File: config.mk
export PLATFORM = sky130hd
export DESIGN_NAME = tcp_connection_timer_table_top
export DESIGN_NICKNAME = d
export VERILOG_FILES = /design/src/design/tctt_pkg.sv /design/src/design/tctt_mem.sv /design/src/design/tctt_upd.sv /design/src/design/tcp_connection_timer_table_top.sv
export SDC_FILE = /design/constraint.sdc
export NUM_CORES = 2
export LEC_CHECK = 0
export BUFFER_PORTS_ARGS = -buffer_cell sky130_fd_sc_hd__buf_2
export CAP_MARGIN = 20
export CORE_MARGIN = 8
export CORE_UTILIZATION = 58
export CTS_BUF_LIST = sky130_fd_sc_hd__clkbuf_4
export CTS_CLUSTER_DIAMETER = 200
export DETAILED_ROUTE_END_ITERATION = 12
export PLACE_DENSITY = 0.71
export SLEW_MARGIN = 20
export SYNTH_ARGS = -nofsm -noshare
export SYNTH_HDL_FRONTEND = slang
export SYNTH_SLANG_ARGS = --single-unit
File: constraint.sdc
create_clock -name clk -period 14.3 [get_ports clk]
set_input_delay 0 -clock clk [delete_from_list [all_inputs] [get_ports clk]]
set_output_delay 0 -clock clk [all_outputs]
set_load 0.1 [all_outputs]
File: src/design/tctt_pkg.sv
// shared types and constants for the tcp connection timer table
// no dependencies

package tctt_pkg;

	// input event codes
	typedef enum logic [2:0] {
		MODE_TICK         = 3'd0,
		MODE_ARM_TW       = 3'd1,
		MODE_ARM_RT       = 3'd2,
		MODE_DISARM_RT    = 3'd3,
		MODE_ACK          = 3'd4,
		MODE_ARM_PS       = 3'd5,
		MODE_DISARM_PS    = 3'd6,
		MODE_SET_FLAGS    = 3'd7
	} mode_t;

	// result action codes
	typedef enum logic [2:0] {
		ACT_TW_CLOSE   = 3'd0,
		ACT_RETRANSMIT = 3'd1,
		ACT_GIVE_UP    = 3'd2,
		ACT_RT_DROPPED = 3'd3,
		ACT_PROBE      = 3'd4,
		ACT_PS_STOPPED = 3'd5,
		ACT_WAKE       = 3'd6
	} act_t;

	// configuration register indexes
	localparam logic [1:0] CFG_SCAN_STEP  = 2'd0;
	localparam logic [1:0] CFG_RT_INITIAL = 2'd1;
	localparam logic [1:0] CFG_TW_TIMEOUT = 2'd2;
	localparam logic [1:0] CFG_RETRY_LIM  = 2'd3;

	localparam logic [23:0] RST_SCAN_STEP  = 24'd10000;
	localparam logic [23:0] RST_RT_INITIAL = 24'd200000;
	localparam logic [23:0] RST_TW_TIMEOUT = 24'd2000000;
	localparam logic [2:0]  RST_RETRY_LIM  = 3'd3;

	localparam logic [1:0] FLAG_CLOSED = 2'b01;

	// one connection entry as held in memory
	typedef struct packed {
		logic        tw_on;
		logic [31:0] tw_left;
		logic        rt_on;
		logic [31:0] rt_left;
		logic [2:0]  retry;
		logic        ps_on;
		logic [31:0] ps_left;
		logic [1:0]  flags;
	} entry_t;

	localparam int ENTRY_W = $bits(entry_t);

	// configuration values seen by the update logic
	typedef struct packed {
		logic [23:0] scan_step;
		logic [23:0] rt_initial;
		logic [23:0] tw_timeout;
		logic [2:0]  retry_lim;
	} cfg_t;

	// updated entry and up to three actions, slot 0 first
	typedef struct packed {
		entry_t     ent;
		logic [2:0] mask;
		act_t       code0;
		act_t       code1;
		act_t       code2;
	} upd_t;

	typedef enum logic [2:0] {
		ST_IDLE,
		ST_READ,
		ST_EVAL,
		ST_EMIT,
		ST_FLUSH
	} state_t;

endpackage

File: src/design/tctt_mem.sv
// connection entry memory with registered read, with per-entry valid bits
// depends on tctt_pkg

module tctt_mem
	import tctt_pkg::*;
#(
	parameter int DEPTH = 16,
	parameter int IW    = 4
) (
	input  logic          clk,
	input  logic          arst_n,
	input  logic          rd_en,
	input  logic [IW-1:0] rd_addr,
	output entry_t        rd_data,
	input  logic          wr_en,
	input  logic [IW-1:0] wr_addr,
	input  entry_t        wr_data
);

	entry_t           mem [DEPTH];
	entry_t           raw_q;
	logic             rd_vld_q;
	logic [DEPTH-1:0] vld_q;

	// storage array
	always_ff @(posedge clk) begin
		if (wr_en) begin
			mem[wr_addr] <= wr_data;
		end
		if (rd_en) begin
			raw_q <= mem[rd_addr];
		end
	end

	// valid bits, an unwritten entry reads as zero
	always_ff @(posedge clk or negedge arst_n) begin
		if (!arst_n) begin
			vld_q    <= '0;
			rd_vld_q <= 1'b0;
		end else begin
			if (rd_en) begin
				rd_vld_q <= vld_q[rd_addr];
			end
			if (wr_en) begin
				vld_q[wr_addr] <= 1'b1;
			end
		end
	end

	assign rd_data = rd_vld_q ? raw_q : '0;

endmodule

File: src/design/tctt_upd.sv
// per-entry update: tick countdown and expiry, or one event
// depends on tctt_pkg

module tctt_upd
	import tctt_pkg::*;
(
	input  entry_t ent,
	input  mode_t  mode,
	input  logic   send_empty,
	input  logic   closed_flag,
	input  logic   window_small,
	input  cfg_t   cfg,
	output upd_t   upd
);

	logic [31:0] step;
	logic [31:0] init;
	logic [2:0]  rc_next;

	assign step    = {8'd0, cfg.scan_step};
	assign init    = {8'd0, cfg.rt_initial};
	assign rc_next = ent.retry + 3'd1;

	always_comb begin
		upd       = '0;
		upd.ent   = ent;
		upd.code0 = ACT_TW_CLOSE;
		upd.code1 = ACT_TW_CLOSE;
		upd.code2 = ACT_TW_CLOSE;
		case (mode)
			MODE_TICK: begin
				// time-wait timer
				if (ent.tw_on) begin
					if (ent.tw_left <= step) begin
						upd.ent.tw_on = 1'b0;
						upd.ent.flags = upd.ent.flags | FLAG_CLOSED;
						upd.mask[0]   = 1'b1;
						upd.code0     = ACT_TW_CLOSE;
					end else begin
						upd.ent.tw_left = ent.tw_left - step;
					end
				end
				// retransmit timer, sees a close from time-wait above
				if (ent.rt_on) begin
					if (ent.rt_left <= step) begin
						upd.mask[1] = 1'b1;
						if (upd.ent.flags[0]) begin
							upd.ent.rt_on = 1'b0;
							upd.code1     = ACT_RT_DROPPED;
						end else if (ent.retry >= cfg.retry_lim) begin
							upd.ent.rt_on = 1'b0;
							upd.ent.flags = upd.ent.flags | FLAG_CLOSED;
							upd.code1     = ACT_GIVE_UP;
						end else begin
							upd.ent.retry   = rc_next;
							upd.ent.rt_left = init << rc_next;
							upd.code1       = ACT_RETRANSMIT;
						end
					end else begin
						upd.ent.rt_left = ent.rt_left - step;
					end
				end
				// persist timer
				if (ent.ps_on) begin
					if (ent.ps_left <= step) begin
						upd.mask[2] = 1'b1;
						if (!upd.ent.flags[0] && upd.ent.flags[1]) begin
							upd.ent.ps_left = init;
							upd.code2       = ACT_PROBE;
						end else begin
							upd.ent.ps_on = 1'b0;
							upd.code2     = ACT_PS_STOPPED;
						end
					end else begin
						upd.ent.ps_left = ent.ps_left - step;
					end
				end
			end
			MODE_ARM_TW: begin
				if (!ent.tw_on) begin
					upd.ent.tw_on   = 1'b1;
					upd.ent.tw_left = {8'd0, cfg.tw_timeout};
				end
			end
			MODE_ARM_RT: begin
				if (!ent.rt_on) begin
					upd.ent.rt_on = 1'b1;
					upd.ent.retry = 3'd0;
				end
				upd.ent.rt_left = init;
			end
			MODE_DISARM_RT: begin
				upd.ent.rt_on = 1'b0;
			end
			MODE_ACK: begin
				if (ent.rt_on) begin
					if (send_empty) begin
						upd.ent.rt_on = 1'b0;
						upd.mask[0]   = 1'b1;
						upd.code0     = ACT_WAKE;
					end else begin
						upd.ent.rt_left = init;
						upd.ent.retry   = 3'd0;
					end
				end
			end
			MODE_ARM_PS: begin
				if (!ent.ps_on) begin
					upd.ent.ps_on   = 1'b1;
					upd.ent.ps_left = init;
				end
			end
			MODE_DISARM_PS: begin
				upd.ent.ps_on = 1'b0;
			end
			MODE_SET_FLAGS: begin
				upd.ent.flags = {window_small, closed_flag};
			end
			default: begin
				upd.ent = ent;
			end
		endcase
	end

endmodule

File: src/design/tcp_connection_timer_table_top.sv
// top level of the tcp connection timer table: sequencer, output staging
// depends on tctt_pkg, tctt_mem, tctt_upd
//
//  channel | signals                                        | dir
//  in      | in_valid in_ready mode conn send_empty         | in
//          | closed_flag window_small                       |
//  out     | out_valid out_ready out_conn action last       | out
//  cfg     | cfg_we cfg_idx cfg_wdata                       | in
//
// an event goes through memory read, update and write back, then drain
// a tick visits every entry in order, with the read, update and write-back
// of one entry at a time, and then emits the actions of that entry
// reset clears the configuration to its defaults and all entries to zero
// through per-entry valid bits; no clearing pass is needed
// one action is held back so that last can be marked; a stalled output
// holds the sequencer in its emit or drain step

module tcp_connection_timer_table_top
	import tctt_pkg::*;
#(
	parameter int CONNS = 16
) (
	input  logic        clk,
	input  logic        arst_n,
	input  logic        in_valid,
	output logic        in_ready,
	input  logic [2:0]  mode,
	input  logic [3:0]  conn,
	input  logic        send_empty,
	input  logic        closed_flag,
	input  logic        window_small,
	output logic        out_valid,
	input  logic        out_ready,
	output logic [3:0]  out_conn,
	output logic [2:0]  action,
	output logic        last,
	input  logic        cfg_we,
	input  logic [1:0]  cfg_idx,
	input  logic [23:0] cfg_wdata
);

	localparam int IW = (CONNS > 1) ? $clog2(CONNS) : 1;

	state_t        state_q, state_d;
	cfg_t          cfg_q;
	mode_t         mode_q;
	logic          se_q, cl_q, sm_q;
	logic [IW-1:0] cnt_q;
	logic [2:0]    act_q;
	act_t          code0_q, code1_q, code2_q;
	logic          pend_v_q;
	logic [3:0]    pend_conn_q;
	act_t          pend_act_q;
	logic          out_valid_q;
	logic [3:0]    out_conn_q;
	act_t          out_act_q;
	logic          out_last_q;

	entry_t        rd_data;
	upd_t          upd;
	logic          rd_en, wr_en;
	logic          accept, in_range, out_free;
	logic          emit_take, flush_take, cnt_end;
	act_t          sel_act;
	logic [2:0]    sel_clr;

	assign in_ready  = (state_q == ST_IDLE);
	assign accept    = in_valid && in_ready;
	assign in_range  = (32'(conn) < CONNS);
	assign out_free  = !out_valid_q || out_ready;
	assign cnt_end   = (cnt_q == IW'(CONNS - 1));
	assign out_valid = out_valid_q;
	assign out_conn  = out_conn_q;
	assign action    = out_act_q;
	assign last      = out_last_q;

	tctt_mem #(
		.DEPTH (CONNS),
		.IW    (IW)
	) u_mem (
		.clk     (clk),
		.arst_n  (arst_n),
		.rd_en   (rd_en),
		.rd_addr (cnt_q),
		.rd_data (rd_data),
		.wr_en   (wr_en),
		.wr_addr (cnt_q),
		.wr_data (upd.ent)
	);

	tctt_upd u_upd (
		.ent          (rd_data),
		.mode         (mode_q),
		.send_empty   (se_q),
		.closed_flag  (cl_q),
		.window_small (sm_q),
		.cfg          (cfg_q),
		.upd          (upd)
	);

	// next state
	always_comb begin
		state_d = state_q;
		case (state_q)
			ST_IDLE: begin
				if (accept && ((mode_t'(mode) == MODE_TICK) || in_range)) begin
					state_d = ST_READ;
				end
			end
			ST_READ: state_d = ST_EVAL;
			ST_EVAL: state_d = ST_EMIT;
			ST_EMIT: begin
				if (act_q == 3'b000) begin
					state_d = (mode_q == MODE_TICK && !cnt_end) ? ST_READ : ST_FLUSH;
				end
			end
			ST_FLUSH: begin
				if (!pend_v_q || out_free) begin
					state_d = ST_IDLE;
				end
			end
			default: state_d = ST_IDLE;
		endcase
	end

	// lowest pending action of the entry
	always_comb begin
		sel_act = code0_q;
		sel_clr = 3'b001;
		if (act_q[0]) begin
			sel_act = code0_q;
			sel_clr = 3'b001;
		end else if (act_q[1]) begin
			sel_act = code1_q;
			sel_clr = 3'b010;
		end else begin
			sel_act = code2_q;
			sel_clr = 3'b100;
		end
	end

	// control outputs
	always_comb begin
		rd_en      = (state_q == ST_READ);
		wr_en      = (state_q == ST_EVAL);
		emit_take  = (state_q == ST_EMIT) && (act_q != 3'b000) && (!pend_v_q || out_free);
		flush_take = (state_q == ST_FLUSH) && pend_v_q && out_free;
	end

	// sequencer and item registers
	always_ff @(posedge clk or negedge arst_n) begin
		if (!arst_n) begin
			state_q <= ST_IDLE;
			cnt_q   <= '0;
			act_q   <= '0;
			mode_q  <= MODE_TICK;
		end else begin
			state_q <= state_d;
			if (accept) begin
				mode_q <= mode_t'(mode);
				cnt_q  <= (mode_t'(mode) == MODE_TICK) ? '0 : IW'(conn);
			end
			if (state_q == ST_EMIT && act_q == 3'b000 && state_d == ST_READ) begin
				cnt_q <= cnt_q + IW'(1);
			end
			if (state_q == ST_EVAL) begin
				act_q <= upd.mask;
			end else if (emit_take) begin
				act_q <= act_q & ~sel_clr;
			end
		end
	end

	// item payload and action codes
	always_ff @(posedge clk) begin
		if (accept) begin
			se_q <= send_empty;
			cl_q <= closed_flag;
			sm_q <= window_small;
		end
		if (state_q == ST_EVAL) begin
			code0_q <= upd.code0;
			code1_q <= upd.code1;
			code2_q <= upd.code2;
		end
	end

	// held-back word and output register
	always_ff @(posedge clk or negedge arst_n) begin
		if (!arst_n) begin
			pend_v_q    <= 1'b0;
			out_valid_q <= 1'b0;
		end else begin
			if (emit_take) begin
				pend_v_q <= 1'b1;
			end else if (flush_take) begin
				pend_v_q <= 1'b0;
			end
			if (flush_take || (emit_take && pend_v_q)) begin
				out_valid_q <= 1'b1;
			end else if (out_ready) begin
				out_valid_q <= 1'b0;
			end
		end
	end

	always_ff @(posedge clk) begin
		if (emit_take) begin
			pend_conn_q <= 4'(cnt_q);
			pend_act_q  <= sel_act;
		end
		if (flush_take || (emit_take && pend_v_q)) begin
			out_conn_q <= pend_conn_q;
			out_act_q  <= pend_act_q;
			out_last_q <= flush_take;
		end
	end

	// configuration registers
	always_ff @(posedge clk or negedge arst_n) begin
		if (!arst_n) begin
			cfg_q.scan_step  <= RST_SCAN_STEP;
			cfg_q.rt_initial <= RST_RT_INITIAL;
			cfg_q.tw_timeout <= RST_TW_TIMEOUT;
			cfg_q.retry_lim  <= RST_RETRY_LIM;
		end else if (cfg_we) begin
			case (cfg_idx)
				CFG_SCAN_STEP:  cfg_q.scan_step  <= cfg_wdata;
				CFG_RT_INITIAL: cfg_q.rt_initial <= cfg_wdata;
				CFG_TW_TIMEOUT: cfg_q.tw_timeout <= cfg_wdata;
				CFG_RETRY_LIM:  cfg_q.retry_lim  <= cfg_wdata[2:0];
				default:        cfg_q            <= cfg_q;
			endcase
		end
	end

	// checks
	a_idle_drained: assert property (@(posedge clk) disable iff (!arst_n)
		(state_q == ST_IDLE) |-> !pend_v_q)
		else $error("held-back word left while idle");

	a_flush_done: assert property (@(posedge clk) disable iff (!arst_n)
		(state_q == ST_FLUSH && !pend_v_q) |=> (state_q == ST_IDLE))
		else $error("flush did not return to idle");

	a_cnt_range: assert property (@(posedge clk) disable iff (!arst_n)
		(state_q != ST_IDLE) |-> (32'(cnt_q) < CONNS))
		else $error("entry index out of range");

endmodule
==> metrics.cfg <==
[critical_path]
critPathKind=flop to flop
critPathRequiredTime_ns=15.19
reg2regPathDepth=14
cp-end-kind=flop
crit_chain=buf_4, nand2_1, ha_1, inv_1, fa_1, a211oi_1, o21ai_1, nand3_1, a2111oi_2, nor3_1, nor3_2, nand3_1, a41oi_1, o211ai_1
slowest_stage=dfrtp_4
r2r-start=u_mem.rd_vld_q$_DFFE_PN0P_
cp_num_buf_inv=2
crit_family=compound AO/OA/AOI/OAI gates
critPathMaxStageDelay_ns=0.79
r2r_slack_ns=7.96
crit_top_cell=nand3_1
worst_setup_path_start_kind=flop
path_max_fanout=82
worstPathArrival_ns=7.22
reg2reg_to=u_mem.mem[12][5]$_DFFE_PP_

[placed_design]
port_buffers=50
hpwlAfterDp_um=116600
dpl_cell_area_um2=82780
dp_cells=6063
globalplace.congestion=0.9759

[global_routing]
grt_max_degree=132
grt_usage=0.2776
grt.overflow.total=0
grt_pass1_vias=46180
grt_pass1_wl_um=308000
grt_antenna_before_repair=7

[pwr]
vdd_drop_max_mv=0.2560
power.internal_mw=12.85
p_switching_mw=7.025
combPwrFrac=0.364
seqPwrFrac=0.418
clkPwrFrac=0.218
p_per_area_nw_per_um2=220.8
p_leak_nw=30.38
p_sw_frac=0.3534

[synth]
synth-async-reset-ratio=0.05638
yosys.area.top_type=edfxtp_1
synthTopCellsByArea=edfxtp_1 (67%), mux4_2 (15%), dfrtp_1 (2.7%)
syn_nets=4444
yosysUniqueCellTypes=93
synth_top_cell_area_share=0.6726
ys_ff_latch=1898
postSynthCellCount=4322
synth_commonest_cells=edfxtp_1 (1,791), mux4_2 (525), nand2_1 (204)
synth_flop_cell=edfxtp_1
ys_warn_count=0
syn_area_um2=79960
synth.most_common_cell=edfxtp_1
syn_avg_cell_area_um2=18.50
synth_edf_count=1791
ys_seq_area_frac=0.7064

[cts]
cts_hold_buffers=123
cts_buffers=474
clk_path_buf_depth=4
cts_setup_buffers=0
cts.htree.levels=5
cts.sinks=1898
cts-resized-gates=0
cts_root_buf=clkbuf_4
tritoncts=done
clock_latency_ns=1.44
clk_pin_slew_ns=0.07

[final_layout]
nFillCells=9363
final_nets=4997
design_area_um2=90020
layout.cells.non_filler=7017
layout-drive-gt1-share=0.3051
syn_to_final_growth_pct=12.57

[hold_path]
hold_start=cfg_wdata[21]
whs_path_depth=5
holdCritPathClass=primary input to flop
min_to=cfg_q[72]$_DFFE_PN0P_

[floorplanning]
die_width_um=387.3
initial_core_util=0.5830
core_area_um2=137200
rows=136
die_h_um=387.3
ioPinCount=51
dieArea_um2=150000

[timing]
final.period_utilization=0.4433
post-route-min-period_ns=6.339
tightestPinTransition_ns=1.383
finalSetupViolations=0
finalSetupTns_ns=0
hold_viol=0
fmax_mhz=157.8
rsz0062_at_grt=no
skew_ns=0.1788
slew_viol_final=0
slew_headroom=0.07817

[routing]
routedWlPerCell_um=30.15
routed_wirelength_um=211600
drtIter0Drc=5352
drc=0
ant_nets=0
vias=46188
via_per_inst=6.582
dr.pass1.iters=6

[status]
status=complete, no violations

[run]
drv_cap=0

==> per-layer routing <==
metal,GRT usage,share of wire,wire (µm)
met1,0.4037,0.41,86650
met2,0.4273,0.47,99380
met3,0.06548,0.10,21110
met4,0.07724,0.021,4433
met5,0,0.000061,13
==> worst max path at each step <==
stage | endpoint | cells after the start | slack [ns] | start
2_1_floorplan | u_mem.vld_q[0]$_DFFE_PN0P_ | 8 | 5.01 | cnt_q[0]$_DFFE_PN0P_
3_3_place_gp | u_mem.mem[10][29]$_DFFE_PP_ | 14 | 8.15 | u_mem.rd_vld_q$_DFFE_PN0P_
3_5_place_dp | u_mem.mem[14][19]$_DFFE_PP_ | 14 | 8.02 | u_mem.rd_vld_q$_DFFE_PN0P_
4_1_cts | u_mem.mem[7][19]$_DFFE_PP_ | 14 | 7.92 | u_mem.rd_vld_q$_DFFE_PN0P_
5_1_grt | u_mem.mem[12][5]$_DFFE_PP_ | 14 | 7.67 | u_mem.rd_vld_q$_DFFE_PN0P_
6_report | u_mem.mem[12][5]$_DFFE_PP_ | 14 | 7.96 | u_mem.rd_vld_q$_DFFE_PN0P_
==> power groups by stage <==
stage,Clock [mW],Combinational [mW],Sequential (mW)
floorplan,0,4.99,8.16
global placement,0,6.98,8.39
detailed placement,0,7.06,8.41
CTS,4.43,7.13,8.30
global route,4.71,7.70,8.34
finish,4.34,7.24,8.30
==> registers in the layout (all words and copies together), names as in the netlist, 4 cells and up <==
register	cells
u_mem.mem	1664
u_mem.raw_q	104
cfg_q	75
u_mem.vld_q	16
cnt_q	4
out_conn	4
pend_conn_q	4
==> worst reg2reg max path, delay by kind of cell, from the launching register on <==
family / cells / cell delay (ns)
compound gates: 5 / 1.84
fa+ha+maj: 2 / 0.49
buf+inv: 2 / 0.84
flops: 1 / 0.79
simple gates: 5 / 1.91
==> area by class of cell <==
class	count	area [µm²]	share of cell area
multi-input combinational	2129	22640	0.2515
clock inverter	142	714.4	0.007937
tap	1794	2245	0.02494
antenna	12	30.03	0.0003336
sequential	1898	56500	0.6277
inverter	75	289.0	0.003211
timing repair buffer	297	2572	0.02858
clock buffer	670	5030	0.05588
==> placed cells by master, fill, tap and decap left out, types with 55 or more instances in the layout <==
| cell type | count |
|---|---|
| edfxtp_1 | 1791 |
| clkbuf_4 | 674 |
| mux4_2 | 525 |
| nand2_1 | 204 |
| a21oi_1 | 164 |
| o21ai_0 | 149 |
| nor2_1 | 127 |
| dlygate4sd3_1 | 120 |
| buf_4 | 109 |
| clkinv_1 | 100 |
| dfrtp_1 | 83 |
| ha_1 | 79 |
| and2_1 | 77 |
| inv_1 | 73 |
| mux2i_1 | 73 |
| mux2_2 | 55 |
==> cells by family (layout without fill, tap and decap cells) <==
group	Yosys count	after routing	synth area share
multiplexers	653	653	0.1647
buffers and inverters	295	1184	0.01430
XOR/XNOR	57	57	0.006243
AO/OA/AOI/OAI	663	663	0.05395
flip-flops	1898	1898	0.7064
AND/OR/NAND/NOR	675	675	0.04153
adder cells (fa/ha/maj)	81	81	0.01286
other	0	12	0
==> stage by stage <==
stage	util	hold slack, ns	power (mW)	setup WS [ns]
2_1_floorplan	-	-0.2956	13.16	5.013
3_3_place_gp	0.6035	0.03711	15.38	8.151
3_5_place_dp	0.6036	0.03568	15.47	8.016
4_1_cts	0.6547	0.009844	19.86	7.925
5_1_grt	0.6563	0.04660	20.75	7.670
6_report	0.6563	0.1210	19.88	7.961
Note: power is estimated with default switching activity, not from simulation.
